<file path="src/dmat_pkg.sv">
`timescale 1ns / 1ps
// ============================================================================
// Decimated moving average temperature: shared types and constants
// Field types, the sum width and the fixed-point scaling constants.
// ============================================================================
package dmat_pkg;

    localparam int CODE_W   = 10;
    localparam int TEMP_W   = 8;
    localparam int PERIOD_W = 8;
    localparam int SUM_W    = 12;

    typedef logic [CODE_W-1:0]   code_t;
    typedef logic [TEMP_W-1:0]   temp_t;
    typedef logic [PERIOD_W-1:0] period_t;
    typedef logic [SUM_W-1:0]    sum_t;

    localparam period_t PERIOD_RESET = 8'd10;

    // Degrees are code * 0.489, taken as (code * 512754) >> 20, exact for every code.
    localparam int SCALE_MULT_W = 19;
    localparam int SCALE_SHIFT  = 20;
    localparam int SCALE_PROD_W = CODE_W + SCALE_MULT_W;
    localparam int DEG_FULL_W   = SCALE_PROD_W - SCALE_SHIFT;
    localparam logic [SCALE_MULT_W-1:0] SCALE_MULT = 19'd512754;

    // The mean is sum * ceil(2^17 / WINDOW) >> 17, exact for any 12-bit sum.
    localparam int DIV_SHIFT  = 17;
    localparam int DIV_MULT_W = 17;
    localparam int DIV_PROD_W = SUM_W + DIV_MULT_W;

endpackage

</file>
<file path="src/decimated_moving_average_temp.sv">
`timescale 1ns / 1ps
// ============================================================================
// Decimated moving average temperature
// Every input transaction is one tick carrying a 10-bit converter code. Each
// time the tick counter reaches sample_period, the code is scaled to degrees
// (code * 0.489, saturated to 255) and stored in a ring of the last WINDOW
// samples; the truncated mean of the ring is the held average.
//
// Every input transaction produces exactly one output transaction carrying
// the held average and a flag telling whether this tick took a sample.
// The configuration channel writes sample_period; it is always ready and is
// meant to be written while no transaction is in flight.
// Throughput is one transaction per cycle while the receiver is ready. The
// pipeline has one stage for the scaling multiply, one for the ring RAM
// read, one for the running sum update and one for the mean multiply into
// the output register.
// The four stages move independently, so when the receiver stalls the block
// keeps accepting until the pipeline is full, then drops s_ready.
// Reset clears the counter, the running sum, the held average and the ring
// valid bits, so the ring reads as all zero and early means include zeros.
// ============================================================================
module decimated_moving_average_temp #(
    parameter int WINDOW = 10
) (
    input  logic              aclk,
    input  logic              aresetn,
    input  logic              cfg_valid,
    output logic              cfg_ready,
    input  dmat_pkg::period_t cfg_data,
    input  logic              s_valid,
    output logic              s_ready,
    input  dmat_pkg::code_t   s_adc_code,
    output logic              m_valid,
    input  logic              m_ready,
    output dmat_pkg::temp_t   m_average_temp,
    output logic              m_sample_taken
);

    import dmat_pkg::*;

    localparam int SLOT_W = $clog2(WINDOW);
    localparam logic [DIV_MULT_W-1:0] DIV_MULT =
        DIV_MULT_W'((2 ** DIV_SHIFT + WINDOW - 1) / WINDOW);
    localparam sum_t SUM_MAX = SUM_W'(255 * WINDOW);

    // Control state.
    period_t              sample_period_reg;
    period_t              tick_count_reg,  tick_count_next;
    logic [SLOT_W-1:0]    slot_reg,        slot_next;
    logic [WINDOW-1:0]    ring_valid_reg,  ring_valid_next;
    sum_t                 sum_reg,         sum_next;
    temp_t                held_reg,        held_next;
    logic                 s1_valid_reg,    s1_valid_next;
    logic                 s2_valid_reg,    s2_valid_next;
    logic                 s3_valid_reg,    s3_valid_next;
    logic                 m_valid_reg,     m_valid_next;

    // Stage payload.
    logic                    s1_hit_reg;
    logic [SLOT_W-1:0]       s1_slot_reg;
    logic [SCALE_PROD_W-1:0] s1_prod_reg;
    logic                    s2_hit_reg;
    logic [SLOT_W-1:0]       s2_slot_reg;
    temp_t                   s2_deg_reg;
    logic                    s2_old_valid_reg;
    logic                    s3_hit_reg;
    sum_t                    s3_sum_reg;
    temp_t                   m_average_temp_reg;
    logic                    m_sample_taken_reg;

    logic                    tick_hit;
    logic                    s1_load, s2_load, s3_load, out_load;
    logic                    s1_ready, s2_ready, s3_ready, out_ready;
    logic [DEG_FULL_W-1:0]   deg_full;
    temp_t                   deg;
    temp_t                   ring_rd_data;
    temp_t                   old_sample;
    logic [DIV_PROD_W-1:0]   mean_prod;
    temp_t                   mean;

    // Stage handshakes.
    assign out_ready = !m_valid_reg || m_ready;
    assign s3_ready  = !s3_valid_reg || out_ready;
    assign s2_ready  = !s2_valid_reg || s3_ready;
    assign s1_ready  = !s1_valid_reg || s2_ready;
    assign s_ready   = s1_ready;
    assign cfg_ready = 1'b1;

    assign s1_load  = s_valid && s1_ready;
    assign s2_load  = s1_valid_reg && s2_ready;
    assign s3_load  = s2_valid_reg && s3_ready;
    assign out_load = s3_valid_reg && out_ready;

    // Tick counting and slot selection at acceptance.
    assign tick_hit = (tick_count_reg + 8'd1) == sample_period_reg;

    always_comb begin
        tick_count_next = tick_count_reg;
        slot_next       = slot_reg;
        if (s1_load) begin
            tick_count_next = tick_hit ? '0 : tick_count_reg + 8'd1;
            if (tick_hit) begin
                slot_next = (slot_reg == SLOT_W'(WINDOW - 1)) ? '0 : slot_reg + 1'b1;
            end
        end
    end

    // Scaling and saturation.
    assign deg_full = s1_prod_reg[SCALE_SHIFT +: DEG_FULL_W];
    assign deg      = deg_full[DEG_FULL_W-1] ? '1 : deg_full[TEMP_W-1:0];

    // Ring read-modify-write: read when entering stage 2, write when leaving it.
    dmat_ram #(
        .WIDTH (TEMP_W),
        .DEPTH (WINDOW)
    ) u_ring (
        .aclk    (aclk),
        .wr_en   (s3_load && s2_hit_reg),
        .wr_addr (s2_slot_reg),
        .wr_data (s2_deg_reg),
        .rd_en   (s2_load),
        .rd_addr (s1_slot_reg),
        .rd_data (ring_rd_data)
    );

    assign old_sample = s2_old_valid_reg ? ring_rd_data : '0;

    always_comb begin
        ring_valid_next = ring_valid_reg;
        sum_next        = sum_reg;
        if (s3_load && s2_hit_reg) begin
            ring_valid_next[s2_slot_reg] = 1'b1;
            sum_next = sum_reg - sum_t'(old_sample) + sum_t'(s2_deg_reg);
        end
    end

    // Mean of the ring.
    assign mean_prod = DIV_PROD_W'(s3_sum_reg) * DIV_PROD_W'(DIV_MULT);
    assign mean      = mean_prod[DIV_SHIFT +: TEMP_W];

    always_comb begin
        held_next = held_reg;
        if (out_load && s3_hit_reg) begin
            held_next = mean;
        end
    end

    // Stage occupancy.
    always_comb begin
        s1_valid_next = s1_load ? 1'b1 : (s2_load ? 1'b0 : s1_valid_reg);
        s2_valid_next = s2_load ? 1'b1 : (s3_load ? 1'b0 : s2_valid_reg);
        s3_valid_next = s3_load ? 1'b1 : (out_load ? 1'b0 : s3_valid_reg);
        m_valid_next  = out_load ? 1'b1 : (m_ready ? 1'b0 : m_valid_reg);
    end

    always_ff @(posedge aclk) begin
        if (!aresetn) begin
            sample_period_reg <= PERIOD_RESET;
            tick_count_reg    <= '0;
            slot_reg          <= '0;
            ring_valid_reg    <= '0;
            sum_reg           <= '0;
            held_reg          <= '0;
            s1_valid_reg      <= 1'b0;
            s2_valid_reg      <= 1'b0;
            s3_valid_reg      <= 1'b0;
            m_valid_reg       <= 1'b0;
        end else begin
            if (cfg_valid && cfg_ready) begin
                sample_period_reg <= cfg_data;
            end
            tick_count_reg <= tick_count_next;
            slot_reg       <= slot_next;
            ring_valid_reg <= ring_valid_next;
            sum_reg        <= sum_next;
            held_reg       <= held_next;
            s1_valid_reg   <= s1_valid_next;
            s2_valid_reg   <= s2_valid_next;
            s3_valid_reg   <= s3_valid_next;
            m_valid_reg    <= m_valid_next;
        end
    end

    always_ff @(posedge aclk) begin
        if (s1_load) begin
            s1_hit_reg  <= tick_hit;
            s1_slot_reg <= slot_reg;
            s1_prod_reg <= SCALE_PROD_W'(s_adc_code) * SCALE_PROD_W'(SCALE_MULT);
        end
        if (s2_load) begin
            s2_hit_reg       <= s1_hit_reg;
            s2_slot_reg      <= s1_slot_reg;
            s2_deg_reg       <= deg;
            s2_old_valid_reg <= ring_valid_reg[s1_slot_reg];
        end
        if (s3_load) begin
            s3_hit_reg <= s2_hit_reg;
            s3_sum_reg <= sum_next;
        end
        if (out_load) begin
            m_average_temp_reg <= s3_hit_reg ? mean : held_reg;
            m_sample_taken_reg <= s3_hit_reg;
        end
    end

    assign m_valid        = m_valid_reg;
    assign m_average_temp = m_average_temp_reg;
    assign m_sample_taken = m_sample_taken_reg;

    // A ring entry is never read in the same cycle as it is written.
    assert property (@(posedge aclk) disable iff (!aresetn)
        (s3_load && s2_hit_reg && s2_load) |-> (s1_slot_reg != s2_slot_reg))
        else $error("ring read and write collide on one entry");

    // The running sum never exceeds a full ring of saturated samples.
    assert property (@(posedge aclk) disable iff (!aresetn)
        sum_reg <= SUM_MAX)
        else $error("running sum out of range");

    // The write slot stays inside the window.
    assert property (@(posedge aclk) disable iff (!aresetn)
        slot_reg <= SLOT_W'(WINDOW - 1))
        else $error("write slot beyond window");

    // A sampling tick restarts the tick counter.
    assert property (@(posedge aclk) disable iff (!aresetn)
        (s1_load && tick_hit) |=> (tick_count_reg == '0))
        else $error("tick counter not cleared after sample");

endmodule

</file>
<file path="src/dmat_ram.sv">
`timescale 1ns / 1ps
// ============================================================================
// Decimated moving average temperature: sample RAM
// Simple dual-port RAM with one write port and a registered read port.
// ============================================================================
module dmat_ram #(
    parameter int WIDTH = 8,
    parameter int DEPTH = 16
) (
    input  logic                     aclk,
    input  logic                     wr_en,
    input  logic [$clog2(DEPTH)-1:0] wr_addr,
    input  logic [WIDTH-1:0]         wr_data,
    input  logic                     rd_en,
    input  logic [$clog2(DEPTH)-1:0] rd_addr,
    output logic [WIDTH-1:0]         rd_data
);

    logic [WIDTH-1:0] mem [DEPTH];
    logic [WIDTH-1:0] rd_data_reg;

    always_ff @(posedge aclk) begin
        if (wr_en) begin
            mem[wr_addr] <= wr_data;
        end
        if (rd_en) begin
            rd_data_reg <= mem[rd_addr];
        end
    end

    assign rd_data = rd_data_reg;

endmodule
</file>
<file path="config.mk">
export PLATFORM = sky130hd
export DESIGN_NAME = decimated_moving_average_temp
export DESIGN_NICKNAME = d
export VERILOG_FILES = /design/src/dmat_pkg.sv /design/src/decimated_moving_average_temp.sv /design/src/dmat_ram.sv
export SDC_FILE = /design/constraint.sdc
export NUM_CORES = 1
export LEC_CHECK = 0
export ABC_AREA = 1
export BUFFER_PORTS_ARGS = -buffer_cell sky130_fd_sc_hd__buf_2
export CAP_MARGIN = 20
export CORE_UTILIZATION = 40
export DETAILED_ROUTE_END_ITERATION = 10
export PLACE_DENSITY = 0.56
export SYNTH_ARGS = -nofsm -noshare
export SYNTH_HDL_FRONTEND = slang
export SYNTH_HIERARCHICAL = 1
export SYNTH_SLANG_ARGS = --single-unit
</file>
<file path="constraint.sdc">
create_clock -name aclk -period 6.5 [get_ports aclk]
set_input_delay 0.65 -clock aclk [delete_from_list [all_inputs] [get_ports aclk]]
set_output_delay 0.65 -clock aclk [all_outputs]
set_load 0.05 [all_outputs]
</file>
# Word level (Yosys, flattened, before mapping)
# Memory sizes are Yosys's and may differ from the RTL's. A register that Yosys moved wholly into a read port is not among the register bits.
# Cells that the tools add are included.
# totals
register_bits	123
ram_bits	80
input_bits	23
output_inout_bits	12
elab_cells	73
memories	1
# memory_table
name	words	width	read_ports	rd_ports_with_merged_regs	write_ports	line_no	rtl
u_ring.mem	10	8	1	1	1	dmat_ram.sv:19	logic [WIDTH-1:0] mem [DEPTH];
# classes
addsub	4
mul	2
n_lt_le_gt_ge	3
n_eq_ne	2
muxes	19
bitwise	1
reduce_logical	20
# op_table
operator	count
$mul A10 B18 Y28 const B	1
$mux W8	3
$mul A12 B12 Y23 const B	1
$add A12 B8 Y12	1
$mux W1	12
$mux W12	1
$sub A12 B8 Y12	1
$lt A4 B5 Y1 const B	2
$or A10 B10 Y10	1
$add A8 B1 Y8 const B	1
$eq A8 B8 Y1	1
$reduce_bool A2 Y1	4
$logic_and A1 B1 Y1	7
$add A4 B1 Y4 const B	1
$bmux W1 S4	1
$demux W1 S4	1
$eq A4 B4 Y1 const B	1
$ge A4 B1 Y1 const B	1
$logic_not A1 Y1	4
$logic_or A1 B1 Y1	4
$mux W4	1
$reduce_and A2 Y1	1

# Depth between registers and ports, before layout
# Gate-level depths: netlist of run 1.
# logic_depth
word_depth	7
ltp_mapped	20
ltp_nobuf	20

# Cells and area by module
# Netlist of run 1, hierarchy kept.
# modules_own_cells
module	n_inst	cells_each	area_each_um2	seq_area_each_um2
decimated_moving_average_temp	1	1362	11304.6	2582.5
dmat_ram	1	335	3743.6	2642.5

# Least setup slack after synthesis of run 1
# No wires, ideal clock.
# synth_path
path_kind	in2reg
from	input port s_adc_code[7]
to	register s1_prod_reg[27], data pin
setup_ps	258
arrival_ps	4470
required_ps	6242
setup_slack_ps	1772
cell_stages	15
n_path_buf	0
cell_sequence	fa_1 > inv_1 > fa_1 > fa_1 > inv_1 > fa_1 > fa_1 > ha_1 > nand2_1 > inv_1 > a21oi_1 > nor2_1 > o21ai_0 > nand3_1 > xor2_1
# synth_via
elab_chain_cells	1
# synth_rtl
element	line_no	rtl
start: declaration	decimated_moving_average_temp.sv:32	input dmat_pkg::code_t s_adc_code,
$mul A10 B18 Y28	decimated_moving_average_temp.sv:188	s1_prod_reg <= SCALE_PROD_W'(s_adc_code) * SCALE_PROD_W'(SCALE_MULT);
end signal: assignment	decimated_moving_average_temp.sv:188	
end: declaration	decimated_moving_average_temp.sv:61	logic [SCALE_PROD_W-1:0] s1_prod_reg;
# Every way passes these cells.
# A chain may end at the register's enable or synchronous reset.

# Worst setup path in the final report of run 1
# layout_path
from	register s3_sum_reg[8]
to	register m_average_temp_reg[7], in the netlist m_average_temp[7], data pin
# layout_via
elab_chain_cells	2
# layout_rtl
element	line_no	rtl
start: declaration	decimated_moving_average_temp.sv:67	sum_t s3_sum_reg;
start signal: assignment	decimated_moving_average_temp.sv:198	s3_sum_reg <= sum_next;
$mul A12 B12 Y23	decimated_moving_average_temp.sv:138	assign mean_prod = DIV_PROD_W'(s3_sum_reg) * DIV_PROD_W'(DIV_MULT);
$mux W8	decimated_moving_average_temp.sv:201	m_average_temp_reg <= s3_hit_reg ? mean : held_reg;
end signal: assignment	decimated_moving_average_temp.sv:201	
end: declaration	decimated_moving_average_temp.sv:68	temp_t m_average_temp_reg;
# Every way passes these cells.

==> flow_summary.ini, run 1 <==
[outcome]
outcome = completed

[timing]
tightestPinTransition_ps = 1110
setup_viol = 0
grt_setup_unrepaired = no
clock.fmax_mhz = 203
min_period_over_period_pct = 75.8
final.setup_skew_ps = 19.8
fin_crit_ps = 4930
tns_ps = 0
timing.max_slew.rel_slack_pct = 25.9
report.final.hold_viol_count = 0
report.final.slew_viol_count = 0

[clock_network]
tritoncts = yes
cts.clk_slew.worst_paths_ps = 70
htree_num_levels = 4
clock_sinks = 192
cts_setup_buffers = 0
cts_repair_resize_count = 0
clock_tree.root_cell = sky130_fd_sc_hd__clkbuf_16
cts_buffer_depth = 2
worstSkewPairLatency_ps = 440
cts_hold_repair.buffers = 0
cts-buffers-inserted = 17

[logic_synthesis]
postSynth.topFlopCell = sky130_fd_sc_hd__edfxtp_1
synth.top_cells.by_area = sky130_fd_sc_hd__edfxtp_1 28%, sky130_fd_sc_hd__ha_1 14%, sky130_fd_sc_hd__fa_1 14%
seq_area_frac_synth_pct = 34.7
synth.avg_cell_area_sq_um = 8.87
synth_warnings = 6
synth_top_cell_area_share_pct = 27.5
syn_area_sq_um = 15000
async_reset_ff_share_pct = 0
post-synth-top-area-cell = sky130_fd_sc_hd__edfxtp_1
synth_edf_count = 138
postSynthNetCount = 1996
synth-seq-cells = 192
synth_cells = 1697
synthDistinctLibCells = 51

[cells_and_area]
area_growth_pct = 7.69
antenna_cells_inserted = 0
post-route-util_pct = 44.1
drive_above_1_share_pct = 7.55
largest_register_ffs = 80
finish.cell_count_without_fillers = 2203
nNetsFinal = 2021
final_common_cell = sky130_fd_sc_hd__inv_1
most-common-layout-cells = 379 x sky130_fd_sc_hd__inv_1, 296 x sky130_fd_sc_hd__nand2_1, 173 x sky130_fd_sc_hd__ha_1

[setup_path]
worstPathArrival_ps = 5100
rrSetupSlack_ps = 1570
timing.critical_path.cells = ha_1 -> inv_1 -> fa_1 -> fa_1 -> inv_1 -> fa_1 -> inv_1 -> fa_1 -> inv_1 -> ha_1 -> nand2_1 -> nor2_1 -> nand3_1 -> nor3_1 -> nor2_1 -> nand3_1 -> nand2_1 -> nand2_1 -> o21ai_1
slowest_stage_cell_crit_path = sky130_fd_sc_hd__fa_1
critical_path.n_buffers_inverters = 4
timing.reg2reg.worst_path_depth = 19
cpPeakStageDelay_ps = 550
timing.critical_path.fanout_max = 5
cp_data_required_time_ps = 6670
cp-start-kind = register
worstReg2RegStart = s3_sum_reg[8]
crit_path_end_kind = register
r2r_end = m_average_temp[7]
worst_path_dominant_cell_family = adder cells
critPathKind = register to register

[placed_design]
port_buffers = 33
globalplace.congestion = 0.903
place_hpwl_mm = 25.2
dp.cells = 2171

[floorplanning]
core-area_sq_um = 36800
num_rows = 70
die-area_sq_um = 38400
io_pins = 35
floorplan.initialDensity_pct = 40.9
chipWidth_um = 196
die_h_um = 196

[route]
drc = 0
num_vias = 10600
route.antenna.remaining_nets = 0
drt-pass1-iter-count = 6
routed_wire_per_std_cell_um = 14.5
drt_wl_total_mm = 32.0
vias_per_cell = 4.83
detail_route.iter0.violations = 518

[hold_path]
min-delay-start = s1_hit_reg
whs_path_depth = 0
min_to = s2_hit_reg
min-delay-path-class = register to register

[run]
cap_violations = 0

[global_routing]
global_route_wire_length_before_repair_mm = 53.1
grt-ovfl-total = 0
first_global_vias = 10500
grt_util_all_layers_pct = 17.5
pin_count_of_the_biggest_net_entering_global_routing = 50
antenna_found_initial = 0

[power]
power.leakage_uw = 0.00794
power.ir.vdd_worst_v = 0.000232
power.density_cell_area_nw_per_um2 = 320
==> power breakdown <==
part           internal (uW)  total, uW  switching [uW]  leakage (uW)
logic                    974       2630            1660       0.00595
registers               1440       1500            58.7       0.00170
clock network            581       1060             478      0.000292
total                   3000       5190            2190       0.00794
==> cell type report <==
cell class,instances,area [sq um]
well taps,468,586
repair buffers,37,195
flip-flops and latches,192,5230
inverters,386,1450
clock buffers,18,429
clock inverters,14,173
multi-input cells,1088,8140
fillers,3596,20600
==> worst max path at each step <==
stage,slack (ps),cells after the start,startpoint,end
final,1570,19,s3_sum_reg[8],m_average_temp[7]
after global routing,1250,19,s3_sum_reg[8],m_average_temp[7]
after CTS,1580,19,s3_sum_reg[8],m_average_temp[7]
after detailed placement,1270,18,s_adc_code[7],s1_prod_reg[26]
after global placement,1350,18,s_adc_code[7],s1_prod_reg[26]
after floorplan,1770,15,s_adc_code[7],s1_prod_reg[27]
==> kinds of logic (layout without fill, tap and decap cells) <==
family	Yosys count	in the layout	share of synthesized area, %
AND/OR/NAND/NOR	609	609	17.9
buffers and inverters	417	455	11.2
adder cells (fa/ha/maj)	276	276	28.1
flip-flops	192	192	34.7
AO/OA/AOI/OAI	174	174	6.44
XOR/XNOR	27	27	1.57
other	1	1	0.0249
multiplexers	1	1	0.0665
==> synth_stat cells, types with 2 or more instances <==
library cell,count
sky130_fd_sc_hd__o21ai_0,52
sky130_fd_sc_hd__a21o_1,6
sky130_fd_sc_hd__nand2_1,296
sky130_fd_sc_hd__nand3_2,3
sky130_fd_sc_hd__nor2_1,112
sky130_fd_sc_hd__nand2_2,19
sky130_fd_sc_hd__o21bai_1,5
sky130_fd_sc_hd__dfxtp_1,54
sky130_fd_sc_hd__or2_2,14
sky130_fd_sc_hd__o31ai_1,2
sky130_fd_sc_hd__and2_1,3
sky130_fd_sc_hd__nor2_4,3
sky130_fd_sc_hd__a21boi_1,2
sky130_fd_sc_hd__inv_1,379
sky130_fd_sc_hd__o211ai_1,5
sky130_fd_sc_hd__edfxtp_1,138
sky130_fd_sc_hd__a211oi_1,5
sky130_fd_sc_hd__nand2_4,4
sky130_fd_sc_hd__buf_6,8
sky130_fd_sc_hd__nand3b_1,2
sky130_fd_sc_hd__ha_1,173
sky130_fd_sc_hd__nand3_1,112
sky130_fd_sc_hd__o21ai_1,3
sky130_fd_sc_hd__xor2_1,16
sky130_fd_sc_hd__nor3_1,11
sky130_fd_sc_hd__buf_4,8
sky130_fd_sc_hd__clkinv_1,2
sky130_fd_sc_hd__inv_2,4
sky130_fd_sc_hd__clkbuf_1,6
sky130_fd_sc_hd__xnor2_1,11
sky130_fd_sc_hd__fa_1,103
sky130_fd_sc_hd__a31oi_1,13
sky130_fd_sc_hd__a21oi_1,75
sky130_fd_sc_hd__nor4_1,2
sky130_fd_sc_hd__nand4_1,15
sky130_fd_sc_hd__buf_2,7
sky130_fd_sc_hd__o21a_1,2
sky130_fd_sc_hd__nor2_2,9
==> through the flow <==
stage	cell area (sq um)	setup WS, ps	power (uW)	hold slack [ps]
floorplan	15000	1770	3490	400
global placement	15600	1350	4150	401
detailed placement	15600	1270	4150	405
CTS	16200	1580	5230	423
global route	16200	1250	5670	432
finish	16200	1570	5190	424
==> routing by layer <==
metal / up-vias / share of wire [%] / wire [um] / GRT usage (%)
li1: 5452 / - / - / -
met1: 5041 / 48 / 15500 / 24.3
met2: 126 / 48 / 15400 / 29.1
met3: 30 / 2.1 / 683 / 1.98
met4: 0 / 1.3 / 413 / 4.31
met5: - / 0 / 0 / 0
Power figures use the tool's default switching activity.
==> run 2, diff against run 1 <==
- PLACE_DENSITY: 0.56 -> 0.58
- clock period: 6.5 -> 4 ns (I/O delays scaled with it)
==> flow_summary.ini, run 2 (synthesized netlist as in run 1, its figures left out) <==
[outcome]
outcome = complete, but fails checks
violations_in_the_final_reports = negative setup slack

[clock_network]
htree_num_levels = 4
cts_buffer_depth = 2
worstSkewPairLatency_ps = 450
clock_sinks = 192
cts-buffers-inserted = 17
cts.clk_slew.worst_paths_ps = 70
clock_tree.root_cell = sky130_fd_sc_hd__clkbuf_16
tritoncts = yes

[timing]
report.final.hold_viol_count = 0
clock.fmax_mhz = 224
report.final.slew_viol_count = 0
final.setup_skew_ps = 10.5
final.setup.worst_slack_ps = -458
timing.max_slew.rel_slack_pct = 38.7
smallest_hold_slack_ps = 170
tightestPinTransition_ps = 919
fin_crit_ps = 4460
grt_setup_unrepaired = yes
tns_ps = -4200
setup_viol = 17
min_period_over_period_pct = 111

[floorplanning]
floorplan.initialDensity_pct = 40.9
die_h_um = 196
io_pins = 35
chipWidth_um = 196
core-area_sq_um = 36800
die-area_sq_um = 38400
num_rows = 70

[global_routing]
pin_count_of_the_biggest_net_entering_global_routing = 45
grt-ovfl-total = 0
antenna_found_initial = 0
first_global_vias = 11700
grt_util_all_layers_pct = 19.1
global_route_wire_length_before_repair_mm = 57.3

[route]
drt-pass1-iter-count = 5
num_vias = 11400
vias_per_cell = 4.86
route.antenna.remaining_nets = 0
routed_wire_per_std_cell_um = 15.1
detail_route.iter0.violations = 613
drc = 0
drt_wl_total_mm = 35.4

[cells_and_area]
antenna_cells_inserted = 0
final_common_cell = sky130_fd_sc_hd__inv_1
most-common-layout-cells = 360 x sky130_fd_sc_hd__inv_1, 264 x sky130_fd_sc_hd__nand2_1, 145 x sky130_fd_sc_hd__buf_4
largest_register_ffs = 80
area_growth_pct = 20.7
drive_above_1_share_pct = 22.5
nNetsFinal = 2164

[placed_design]
port_buffers = 33
place_hpwl_mm = 27.7
globalplace.congestion = 0.932

[setup_path]
crit_path_end_kind = register
timing.reg2reg.worst_path_depth = 17
cp-start-kind = register
worstReg2RegStart = s3_sum_reg[5]
setup.worst_path.start = s3_sum_reg[5]
timing.critical_path.cells = ha_4 -> inv_2 -> fa_1 -> inv_1 -> fa_1 -> inv_1 -> fa_1 -> inv_1 -> fa_2 -> ha_4 -> nand2_4 -> nor2_4 -> buf_4 -> nand2_1 -> o21ai_1 -> nand2_1 -> a31oi_1
slowest_stage_cell_crit_path = sky130_fd_sc_hd__edfxtp_1
endpoint = m_average_temp[3]
r2r_end = m_average_temp[3]
timing.critical_path.fanout_max = 3
cp_data_required_time_ps = 4210
cpPeakStageDelay_ps = 520
rrSetupSlack_ps = -460
critPathKind = register to register
worstPathArrival_ps = 4670

[power]
power.ir.vdd_worst_v = 0.000419
power.leakage_uw = 0.00869
power.density_cell_area_nw_per_um2 = 621
fin_total_pwr_uw = 11300

[run]
cap_violations = 0

[hold_path]
min-delay-path-class = primary input to register
whs_path_depth = 3
run 2: changes by cell type in the layout (fill, tap and decap cells not counted), moves of 14 or more:
cell                      delta
sky130_fd_sc_hd__a21oi_1    -20
sky130_fd_sc_hd__ha_1       -34
sky130_fd_sc_hd__inv_1      -19
sky130_fd_sc_hd__nor2_1     -14
sky130_fd_sc_hd__buf_4     +141
sky130_fd_sc_hd__inv_2      +18
sky130_fd_sc_hd__a21oi_2    +17
sky130_fd_sc_hd__nand2_2    +22
sky130_fd_sc_hd__o21ai_0    -14
sky130_fd_sc_hd__nand2_1    -32
sky130_fd_sc_hd__ha_4       +33
run 2: cell type report:
| cell class | instances | area (sq um) |
|---|---|---|
| clock buffers | 21 | 450 |
| clock inverters | 10 | 128 |
| fillers | 3487 | 18600 |
| inverters | 386 | 1460 |
| multi-input cells | 1088 | 9010 |
| flip-flops and latches | 192 | 5230 |
| well taps | 468 | 586 |
| repair buffers | 180 | 1300 |
run 2: worst min-delay path by stage:
stage                      from                    to
floorplan            s1_hit_reg            s2_hit_reg
global placement     s1_hit_reg            s2_hit_reg
detailed placement   s1_hit_reg            s2_hit_reg
CTS                 cfg_data[3]  sample_period_reg[3]
global route        cfg_data[3]  sample_period_reg[3]
finish              cfg_data[3]  sample_period_reg[3]
run 2: report_power, final:
part           leakage, uW  switching, uW  internal [uW]
registers          0.00170           97.6           2350
clock network     0.000274            759            945
logic              0.00671           3860           3270
total              0.00869           4720           6570
run 2: per-stage QoR:
stage               cell area [sq um]  util, %  std cells  setup WS (ps)
floorplan                       15300        -       1697           -302
global placement                16900     45.9       2302           -637
detailed placement              16900     45.9       2302           -623
CTS                             17700     48.1       2340           -373
global route                    18200     49.4       2345           -558
finish                          18200     49.4       2345           -458
run 2: per-layer routing:
metal | part of all wire, % | wire length [um] | up-vias | GRT usage [%]
li1 | - | - | 5722 | -
met1 | 43 | 15100 | 5442 | 22.6
met2 | 51 | 18200 | 169 | 34.4
met3 | 2.7 | 947 | 62 | 2.68
met4 | 3.2 | 1140 | 0 | 8.19
met5 | 0 | 0 | - | 0
run 2: critical path: cells and delay by family, from the launching register on:
family / cells / cell delay [ps]
fa+ha+maj: 6 / 2530
simple gates: 4 / 370
buf+inv: 5 / 310
compound gates: 2 / 500
flops: 1 / 520
run 2: repair_timing:
action                     CTS  global route
setup buffers                8             5
pin swaps                   34            48
hold buffers                 0             0
resized for setup           45            95
setup endpoints to repair   24            25
gates cloned                 0             0
